--- config.mk ---
export PLATFORM = sky130hd
export DESIGN_NAME = asc_square
export DESIGN_NICKNAME = d
export VERILOG_FILES = /design/src/rtl/core/asc_square.sv
export SDC_FILE = /design/constraint.sdc
export NUM_CORES = 2
export LEC_CHECK = 0
export ABC_AREA = 0
export BUFFER_PORTS_ARGS = -buffer_cell sky130_fd_sc_hd__buf_2
export CORE_MARGIN = 2
export CORE_UTILIZATION = 50
export DETAILED_ROUTE_END_ITERATION = 8
export GPL_TIMING_DRIVEN = 0
export MAX_ROUTING_LAYER = met4
export PLACE_DENSITY = 0.66
export SYNTH_ARGS = -nofsm -noshare
export SYNTH_HDL_FRONTEND = slang
export SYNTH_SLANG_ARGS = --single-unit
--- constraint.sdc ---
create_clock -name clk_i -period 12.5 [get_ports clk_i]
set_input_delay 0 -clock clk_i [delete_from_list [all_inputs] [get_ports clk_i]]
set_output_delay 0 -clock clk_i [all_outputs]
set_load 0.02 [all_outputs]
--- src/rtl/core/asc_square.sv ---
// Two-stage exact squarer: half-width partial products, then assembly.
// No dependencies.
module asc_square #(
  parameter int WIDTH = 33
) (
  input  logic               clk_i,
  input  logic [1:0]         en_i,     // load enables: partials, result
  input  logic [WIDTH-1:0]   a_i,
  output logic [2*WIDTH-1:0] sq_o
);

  localparam int K = (WIDTH + 1) / 2;  // low part width
  localparam int H = WIDTH - K;        // high part width

  logic [K-1:0]     a_lo;
  logic [H-1:0]     a_hi;
  logic [2*K-1:0]   p_ll_q;
  logic [H+K-1:0]   p_lh_q;
  logic [2*H-1:0]   p_hh_q;
  logic [2*WIDTH-1:0] ll_x, lh_x, hh_x;

  assign a_lo = a_i[K-1:0];
  assign a_hi = a_i[WIDTH-1:K];

  always_ff @(posedge clk_i) begin
    if (en_i[0]) begin
      p_ll_q <= (2*K)'(a_lo) * (2*K)'(a_lo);
      p_lh_q <= (H+K)'(a_hi) * (H+K)'(a_lo);
      p_hh_q <= (2*H)'(a_hi) * (2*H)'(a_hi);
    end
  end

  // a^2 = hh<<2K + 2*lh<<K + ll
  assign ll_x = {{(2*WIDTH-2*K){1'b0}}, p_ll_q};
  assign lh_x = {{(2*WIDTH-H-K){1'b0}}, p_lh_q} << (K + 1);
  assign hh_x = {{(2*WIDTH-2*H){1'b0}}, p_hh_q} << (2 * K);

  always_ff @(posedge clk_i) begin
    if (en_i[1]) begin
      sq_o <= hh_x + lh_x + ll_x;
    end
  end

endmodule

==> impl_metrics.yaml <==
status:
  status: "finished clean"
floorplan:
  initial_core_util_pct: 50.6
  die_w_um: 254
  fp.dieH_um: 254
  die_area_sq_um: 64500
  fp.coreArea_sq_um: 61700
  placement_rows: 91
  ios: 102
global_routing:
  grt_pass1_vias: 22621
  grt_pass1_wl_mm: 123
  grt_max_degree: 76
  grt.overflow.total: 0
  antenna_found_initial: 9
  track_usage_pct: 26.2
worst_setup_path:
  rr_worst_depth: 13
  worstReg2RegStart: "p_ll_q[18]"
  path_class: "input port to flip-flop"
  worstPathMaxFanout: 10
  worstPathArrival_ns: 7.62
  slowest_stage: "clkbuf_1"
  cpMostUsedCell: "fa_1"
  end_kind: "flip-flop"
  r2r_end: "sq_o[56]"
  critPathLaunchType: "input port"
  reg2reg_slack_ns: 9.21
  critPathRequiredTime_ns: 12.67
  crit_path_cell_trace: "buf_2 -> clkbuf_1 -> clkbuf_1 -> nand2_1 -> fa_1 -> inv_1 -> fa_1 -> inv_1 -> fa_1 -> inv_1 -> fa_1 -> fa_1 -> inv_1 -> fa_1 -> inv_1 -> ha_1 -> nand2_1 -> o31ai_1 -> a2bb2oi_1 -> a311oi_1 -> o21ai_0 -> a21oi_1 -> xnor2_1"
  cpPeakStageDelay_ns: 0.68
synth:
  synth_ff_type: "edfxtp_1"
  yosys_warnings: 0
  synthArstFlopShare_pct: 0
  synth_edf_count: 162
  ys_types: 77
  syn_area_per_cell_sq_um: 9.72
  yosysSeqAreaShare_pct: 15.6
  ys_ff_latch: 162
  syn_nets: 4158
  yosys.area.top_type: "fa_1"
  ys_top_cells_by_area: "fa_1, edfxtp_1, ha_1, inv_1, and2_1"
  synth_area_sq_um: 31200
  synthCells: 3214
  netlist.area_leader.share_pct: 36.1
min_path:
  worstHoldPathType: "input port to flip-flop"
  hold_path_depth: 2
  whs_endpoint: "sq_o[17]"
  min-delay-start: "en_i[1]"
sta:
  relSlewSlack_pct: 30.1
  final_max_slew_viol_count: 0
  post-route-period-util_pct: 59.6
  finalHoldViolations: 0
  setup_viol: 0
  final.min_clock_period_ns: 7.45
  skew_ns: 0.0154
  worst_slew_pin_slew_ns: 1.05
  finalSetupTns_ns: 0
  rsz0062_at_grt: "no"
  fmax_mhz: 134
cells_and_area:
  nets: 4280
  area_growth_pct: 7.32
  drive_gt1_share_pct: 5.37
clock_network:
  numCtsBuffers: 17
  htree_levels: 4
  clock_latency_ns: 0.47
  cts_root_buf: "clkbuf_16"
  cts_tree: "built"
  cts_resized: 0
  post_cts_buffers: 0
  clockBufferDepth: 2
  path_clk_slew_ns: 0.06
  cts_sinks: 162
drt:
  wl_mm: 77.0
  viasPerCell: 5.21
  first_pass_iters: 5
  wl_per_cell_um: 18.4
  drtIter0Drc: 1280
  post-route-drc-count: 0
  ant_nets: 0
  vias: 21839
placement:
  hpwlAfterDp_mm: 63.7
  portBuffers: 97
  gp_congestion: 0.955
flow_run:
  maxCapViolations: 0
## metrics by stage
| stage | setup WS (ns) | util [%] | instance area [sq um] | hold WS, ns | std cells |
|---|---|---|---|---|---|
| global placement | 4.73 | 53.1 | 32800 | 0.253 | 4148 |
| global route | 4.86 | 54.3 | 33500 | 0.0587 | 4189 |
| floorplan | 6.61 | - | 31200 | 0.0989 | 3214 |
| detailed placement | 4.75 | 53.2 | 32800 | 0.249 | 4150 |
| finish | 5.05 | 54.3 | 33500 | 0.0384 | 4191 |
| CTS | 5.25 | 54.3 | 33500 | 0.0252 | 4186 |
## critical path, delay by kind of cell
kind,cells,cell delay (ns)
AND/OR/NAND/NOR,2,0.26
buffers and inverters,8,1.75
adder cells (fa/ha/maj),7,3.40
XOR/XNOR,1,0.57
AO/OA/AOI/OAI,5,1.63
## cell type report
class	instances	area, sq um
well taps	837	1050
clock inverters	13	209
repair buffers	103	586
fillers	5695	28200
plain buffers	122	566
multi-input cells	2168	22900
diodes	5	12.5
inverters	762	2860
clock buffers	19	433
flip-flops and latches	162	4860
## cell usage after synthesis (all sizes together), types with 17 or more instances
cell      n
and2    228
nand3    25
nand2   335
nand4    17
nor2b    25
edfxtp  162
o21ai    58
inv     762
fa      563
o21bai   18
nor2     82
xnor2    99
ha      345
clkbuf  111
a21oi   107
a21o     70
xor2     46
## placed cells by master (no fill, tap or decap), drive strengths merged, types with 9 or more instances in the layout
master,n
o21bai,18
buf,107
nand3,25
nand2,335
xor2,46
o21a,15
inv,763
nand4,17
a21oi,107
edfxtp,162
nor2b,25
a31oi,12
and3,14
nand2b,11
clkbuf,130
nor2,82
fa,563
nor3,15
ha,345
or2,9
and2,228
xnor2,99
a21o,70
a211oi,9
o21ai,58
## kinds of logic after synthesis
group / count (synthesis) / synth area share [%]
AO/OA/AOI/OAI: 337 / 7.06
other: 1 / 0.0120
XOR/XNOR: 145 / 4.07
AND/OR/NAND/NOR: 774 / 12.3
multiplexers: 3 / 0.104
buffers and inverters: 884 / 11.0
adder cells (fa/ha/maj): 908 / 49.9
flip-flops: 162 / 15.6
## what timing repair did
action,in CTS,in global routing
endpoints found under the setup margin,0,0
hold endpoints to repair,25,0
hold buffers,4,0
## state kept, by name, indices dropped and copies added (netlist names)
signal / count
p_ll_q: 33
p_lh_q: 33
p_hh_q: 31
sq_o: 65
## routing by layer
metal | share of wire (%) | up-vias | global-route usage, %
li1 | - | 10124 | -
met1 | 43 | 10865 | 34.6
met2 | 46 | 713 | 40.5
met3 | 7.9 | 137 | 5.76
met4 | 3.1 | 0 | 8.12
met5 | 0 | - | -
## how the worst max path moves through the flow
stage / startpoint / end / slack, ns / depth (start not counted)
finish: a_i[7] / p_ll_q[31] / 5.05 / 23
global route: a_i[7] / p_ll_q[31] / 4.86 / 23
CTS: a_i[7] / p_ll_q[31] / 5.25 / 23
detailed placement: a_i[7] / p_ll_q[31] / 4.75 / 23
global placement: a_i[7] / p_ll_q[31] / 4.73 / 23
floorplan: a_i[20] / p_lh_q[26] / 6.61 / 21
Power is left out: the tool's default activity adds up to more than one toggle a clock period on the data nets, which glitch-free logic cannot reach.
