File: src/rtl/core/asc_pkg.sv
// Shared constants and types for the box/sphere contact pipeline.
// No dependencies; imported by the axis unit and the top level.
package asc_pkg;

  localparam int COORD_WIDTH_DEF = 32;  // default coordinate width (signed fixed point)
  localparam int NUM_AXES        = 3;

  // Axis codes as reported on the result normal_axis field
  typedef enum logic [1:0] {
    AXIS_X = 2'd0,
    AXIS_Y = 2'd1,
    AXIS_Z = 2'd2
  } axis_e;

endpackage

File: src/rtl/core/asc_axis.sv
// Per-axis geometry, two register stages: box interval, sphere interval,
// clamped gap, interval overlap and normal direction.
// Depends on asc_pkg.
module asc_axis
  import asc_pkg::*;
#(
  parameter int COORD_WIDTH = COORD_WIDTH_DEF
) (
  input  logic                          clk_i,
  input  logic [1:0]                    en_i,           // load enables, stage 1 and 2
  input  logic signed [COORD_WIDTH-1:0] box_center_i,
  input  logic [COORD_WIDTH-2:0]        box_half_i,
  input  logic signed [COORD_WIDTH-1:0] ball_center_i,
  input  logic [COORD_WIDTH-2:0]        ball_radius_i,
  output logic [COORD_WIDTH:0]          gap_o,          // distance from center to box
  output logic [COORD_WIDTH:0]          overlap_o,      // interval overlap, floored at 0
  output logic                          neg_o           // box center above ball center
);

  localparam int XW = COORD_WIDTH + 2;

  logic signed [XW-1:0] bc_x, bh_x, sc_x, rad_x;
  logic signed [XW-1:0] mn_q, mx_q, top_q, bot_q, sc_q;
  logic                 neg1_q;

  logic signed [XW-1:0] dlo, dhi, hi_sel, lo_sel, ov_diff;
  logic [COORD_WIDTH:0] gap_d, ov_d;

  assign bc_x  = {{2{box_center_i[COORD_WIDTH-1]}}, box_center_i};
  assign sc_x  = {{2{ball_center_i[COORD_WIDTH-1]}}, ball_center_i};
  assign bh_x  = {3'b000, box_half_i};
  assign rad_x = {3'b000, ball_radius_i};

  // stage 1: interval ends
  always_ff @(posedge clk_i) begin
    if (en_i[0]) begin
      mn_q   <= bc_x - bh_x;
      mx_q   <= bc_x + bh_x;
      top_q  <= sc_x + rad_x;
      bot_q  <= sc_x - rad_x;
      sc_q   <= sc_x;
      neg1_q <= (box_center_i > ball_center_i);
    end
  end

  // stage 2: gap and overlap
  always_comb begin
    dlo     = mn_q - sc_q;
    dhi     = sc_q - mx_q;
    hi_sel  = (mx_q < top_q) ? mx_q : top_q;
    lo_sel  = (mn_q > bot_q) ? mn_q : bot_q;
    ov_diff = hi_sel - lo_sel;
    if (!dlo[XW-1] && (dlo != '0)) begin
      gap_d = dlo[COORD_WIDTH:0];
    end else if (!dhi[XW-1] && (dhi != '0)) begin
      gap_d = dhi[COORD_WIDTH:0];
    end else begin
      gap_d = '0;
    end
    ov_d = ov_diff[XW-1] ? '0 : ov_diff[COORD_WIDTH:0];
  end

  always_ff @(posedge clk_i) begin
    if (en_i[1]) begin
      gap_o     <= gap_d;
      overlap_o <= ov_d;
      neg_o     <= neg1_q;
    end
  end

endmodule

File: config.mk
export PLATFORM = sky130hd
export DESIGN_NAME = asc_axis
export DESIGN_NICKNAME = d
export VERILOG_FILES = /design/src/rtl/core/asc_pkg.sv /design/src/rtl/core/asc_axis.sv
export SDC_FILE = /design/constraint.sdc
export NUM_CORES = 1
export LEC_CHECK = 0
export BUFFER_PORTS_ARGS = -buffer_cell sky130_fd_sc_hd__buf_2
export CORE_AREA = 2 2 188 190
export DETAILED_ROUTE_END_ITERATION = 8
export DIE_AREA = 0 0 190 192
export PLACE_DENSITY = 0.86
export SYNTH_ARGS = -nofsm -noshare
export SYNTH_HDL_FRONTEND = slang
export SYNTH_SLANG_ARGS = --single-unit
File: constraint.sdc
create_clock -name clk_i -period 9.2 [get_ports clk_i]
set_input_delay 0.92 -clock clk_i [delete_from_list [all_inputs] [get_ports clk_i]]
set_output_delay 0.92 -clock clk_i [all_outputs]
set_load 0.02 [all_outputs]
==> run_results.csv <==
group,metric,value,unit
drt,viasPerCell,6.15,
yosys,syn_nets,2939,
global_routing,grt_start_max_net_pins,91,
global_routing,antenna_found_initial,1,
setup_path,crit_path_end,"overlap_o[3]$_SDFFCE_PP0P_",
power,power_density,237,nW/um^2
clock_network,holdBufCountCts,0,
global_routing,grt_pass1_vias,18100,
drt,num_vias,19200,
clock_network,cts_setup_buffers,0,
placement,io_buffers,195,
clock_network,ctsResizeCount,0,
yosys,ys_warn_count,0,
floorplan,die_h,192,um
clock_network,clock_latency,0.55,ns
global_routing,overflow,0,
floorplan,fp.dieArea,36500,um^2
min_path,min_path_type,"flip-flop to flip-flop",
floorplan,initial_core_util,0.652,
floorplan,row_count,68,
finish,regArea,6910,um^2
flow_run,max_cap_violations,0,
placement,dp_hpwl,52.4,mm
clock_network,path_clk_slew,0.07,ns
setup_path,rr_startpoint,"top_q[19]$_DFFE_PP_",
timing,worst_slew_pin_slew,1.14,ns
timing,fin_tns_setup,0,ns
placement,dp.cells,3073,
timing,rsz0062_at_grt,"false",
setup_path,ff2ff_path_depth,30,
placement,gp_congestion,0.957,
finish,flow.area_growth_from_synthesis,9.57,%
setup_path,rrSetupSlack,2.66,ns
finish,multi_input_area,14100,um^2
clock_network,cts_buffers,25,
global_routing,globalRouteTotalUtil,0.346,
setup_path,timing.rr.end,"overlap_o[3]$_SDFFCE_PP0P_",
timing,setup_viol,0,
power,p_leak,11.4,nW
timing,min_period,6.54,ns
yosys,avgSynthCellArea,9.01,um^2
finish,layout-drive-gt1-share,0.108,
yosys,ys_seq_area_frac,0.309,
timing,slew-limit-headroom,0.231,
setup_path,cp.required,9.56,ns
timing,finalClockSkew,0.0253,ns
setup_path,cp-start-kind,"flip-flop",
drt,drcViolationCount,0,
timing,whs,0.455,ns
finish,fillers,2635,
yosys,synthArstFlopShare,0,
setup_path,critPathKind,"flip-flop to flip-flop",
yosys,synth-seq-cells,230,
yosys,synth_cells,2483,
floorplan,io_pins,196,
setup_path,cpPeakStageDelay,0.42,ns
clock_network,cts_tree,"built",
global_routing,grt_pass1_wl,97.7,mm
floorplan,core_region_area,34300,um^2
finish,fin_nets,3101,
setup_path,cp.arrival,6.90,ns
setup_path,startpoint,"top_q[19]$_DFFE_PP_",
setup_path,critPathSlowestCell,"a2111oi_0",
clock_network,clk_path_buf_depth,3,
drt,dr.pass1.iters,5,
drt,ant_nets,0,
yosys,synth_edf_count,230,
yosys,ys.flop_type,"edfxtp_1",
power,irDropWorstVdd,246,uV
timing,finalMaxSlewViolations,0,
timing,period_share,0.710,
clock_network,cts_root_buf,"clkbuf_16",
drt,first_iter_violations,1759,
clock_network,htree_levels,1,
setup_path,path_max_fanout,34,
yosys,ys_types,87,
timing,hold_viol_final,0,
drt,wl_per_cell,20.5,um
yosys,synth_area,22400,um^2
drt,routed_wl,63.9,mm
run_status,outcome,"finished clean",
setup_path,end_kind,"flip-flop",
timing,fmax,0.153,GHz
clock_network,cts_num_sinks,230,
floorplan,fp.dieW,190,um
finish,final_cells,3119,
[synthesized netlist by cell type (5+ instances only)]
cell type  instances  share of area
nand4_1           32         0.0089
a21boi_0           6         0.0020
clkbuf_1          56         0.0094
or3_1             13         0.0036
a31oi_1           26         0.0073
a211oi_1          22         0.0074
and3_1            13         0.0036
o31a_1             8         0.0031
nor4_1            12         0.0034
nand2b_1          40          0.011
a21o_1            75          0.025
mux2_2            15         0.0076
nand3_1           24         0.0054
o2111ai_1          5         0.0020
nand4b_1           7         0.0027
o41ai_1            9         0.0035
edfxtp_1         230           0.31
o21bai_1          38          0.013
o31ai_1           21         0.0070
and2_1            13         0.0036
a211o_1            6         0.0023
mux2i_1           71          0.032
nor3_1            49          0.011
a41oi_1            5         0.0020
inv_1            305          0.051
fa_1               7         0.0063
o21ai_0          112          0.025
nor2b_1           35         0.0098
o21a_1            39          0.013
a21oi_1          223          0.050
o211ai_1          23         0.0077
nand2_1           98          0.016
nor3b_1            5         0.0017
buf_2              5         0.0011
or2_2              7         0.0020
nor2_1           223          0.037
xnor2_1          130          0.051
ha_1             320           0.18
xor2_1            57          0.022
[cells in the final DEF (no fill, tap or decap), drive strengths merged, types with 13 or more instances in the layout]
| master | netlist | routed |
|---|---|---|
| ha | 320 | 320 |
| inv | 306 | 307 |
| edfxtp | 230 | 230 |
| nor2 | 223 | 223 |
| a21oi | 223 | 223 |
| buf | 10 | 202 |
| xnor2 | 130 | 130 |
| o21ai | 120 | 120 |
| nand2 | 99 | 99 |
| a21o | 75 | 75 |
| mux2i | 71 | 71 |
| xor2 | 57 | 57 |
| nor3 | 49 | 49 |
| nand2b | 40 | 40 |
| o21a | 39 | 39 |
| o21bai | 38 | 38 |
| nor2b | 35 | 35 |
| nand4 | 32 | 32 |
| clkbuf | 57 | 30 |
| a31oi | 26 | 26 |
| nand3 | 24 | 24 |
| o211ai | 24 | 24 |
| a211oi | 22 | 22 |
| o31ai | 21 | 21 |
| mux2 | 19 | 19 |
| or3 | 14 | 14 |
| and2 | 13 | 13 |
| and3 | 13 | 13 |
| nor4 | 13 | 13 |
[power by group]
part | leakage [nW] | total [mW] | internal, mW | switching [mW]
clock | 0.371 | 0.975 | 0.556 | 0.419
combinational | 8.76 | 3.19 | 1.24 | 1.95
sequential | 2.27 | 1.65 | 1.52 | 0.130
total | 11.4 | 5.81 | 3.31 | 2.50
[metal layers]
layer,GRT usage,share of wire
met1,0.516,0.46
met2,0.527,0.43
met3,0.0442,0.090
met4,0.100,0.028
met5,0,0
[state kept, by name (all words and copies together) (netlist names)]
name       count
bot_q         32
gap_o         33
mn_q          33
mx_q          32
neg1_q         1
neg_o          1
overlap_o     33
sc_q          32
top_q         33
[cells by family (layout without fill, tap and decap cells)]
kind of cell    count (synthesis)  count (layout)  synth area share
fa+ha+maj                     327             327             0.185
compound gates                687             687             0.200
simple gates                  589             589             0.128
other cells                     0               1                 0
xor+xnor                      187             187            0.0732
flops                         230             230             0.309
mux                            90              90            0.0413
buf+inv                       373             553            0.0641
[metrics by stage]
| step | cell area, um^2 | total power [mW] | utilization | worst slack (ns) |
|---|---|---|---|---|
| finish | 24500 | 5.81 | 0.715 | 2.66 |
| global route | 24500 | 6.16 | 0.715 | 2.29 |
| floorplan | 22400 | 3.87 | - | 3.34 |
| global placement | 23700 | 4.69 | 0.692 | 2.83 |
| CTS | 24500 | 5.74 | 0.715 | 2.71 |
| detailed placement | 23700 | 4.76 | 0.692 | 2.68 |
[worst max-delay path: cells and delay by family (launching register included)]
family                   cells  cell delay (ns)
AO/OA/AOI/OAI               20             4.00
adder cells (fa/ha/maj)      2             0.61
buffers and inverters        4             0.86
flip-flops                   1             0.41
multiplexers                 1             0.19
AND/OR/NAND/NOR              3             0.22
[cell type report]
| type | count | share of cell area |
|---|---|---|
| inverters | 306 | 0.0469 |
| repair buffers | 202 | 0.0422 |
| well taps | 455 | 0.0232 |
| multi-input cells | 1880 | 0.574 |
| flip-flops and latches | 230 | 0.282 |
| diodes | 1 | 0.000102 |
| clock inverters | 15 | 0.00562 |
| clock buffers | 30 | 0.0263 |
[worst min-delay path by stage]
stage	depth (start not counted)	startpoint	to	slack, ns
2_1_floorplan	0	neg1_q$_DFFE_PP_	neg_o$_DFFE_PP_	0.40
6_report	0	neg1_q$_DFFE_PP_	neg_o$_DFFE_PP_	0.46
5_1_grt	0	neg1_q$_DFFE_PP_	neg_o$_DFFE_PP_	0.46
3_5_place_dp	0	neg1_q$_DFFE_PP_	neg_o$_DFFE_PP_	0.44
3_3_place_gp	0	neg1_q$_DFFE_PP_	neg_o$_DFFE_PP_	0.42
4_1_cts	0	neg1_q$_DFFE_PP_	neg_o$_DFFE_PP_	0.46
(Power assumes the default switching activity.)
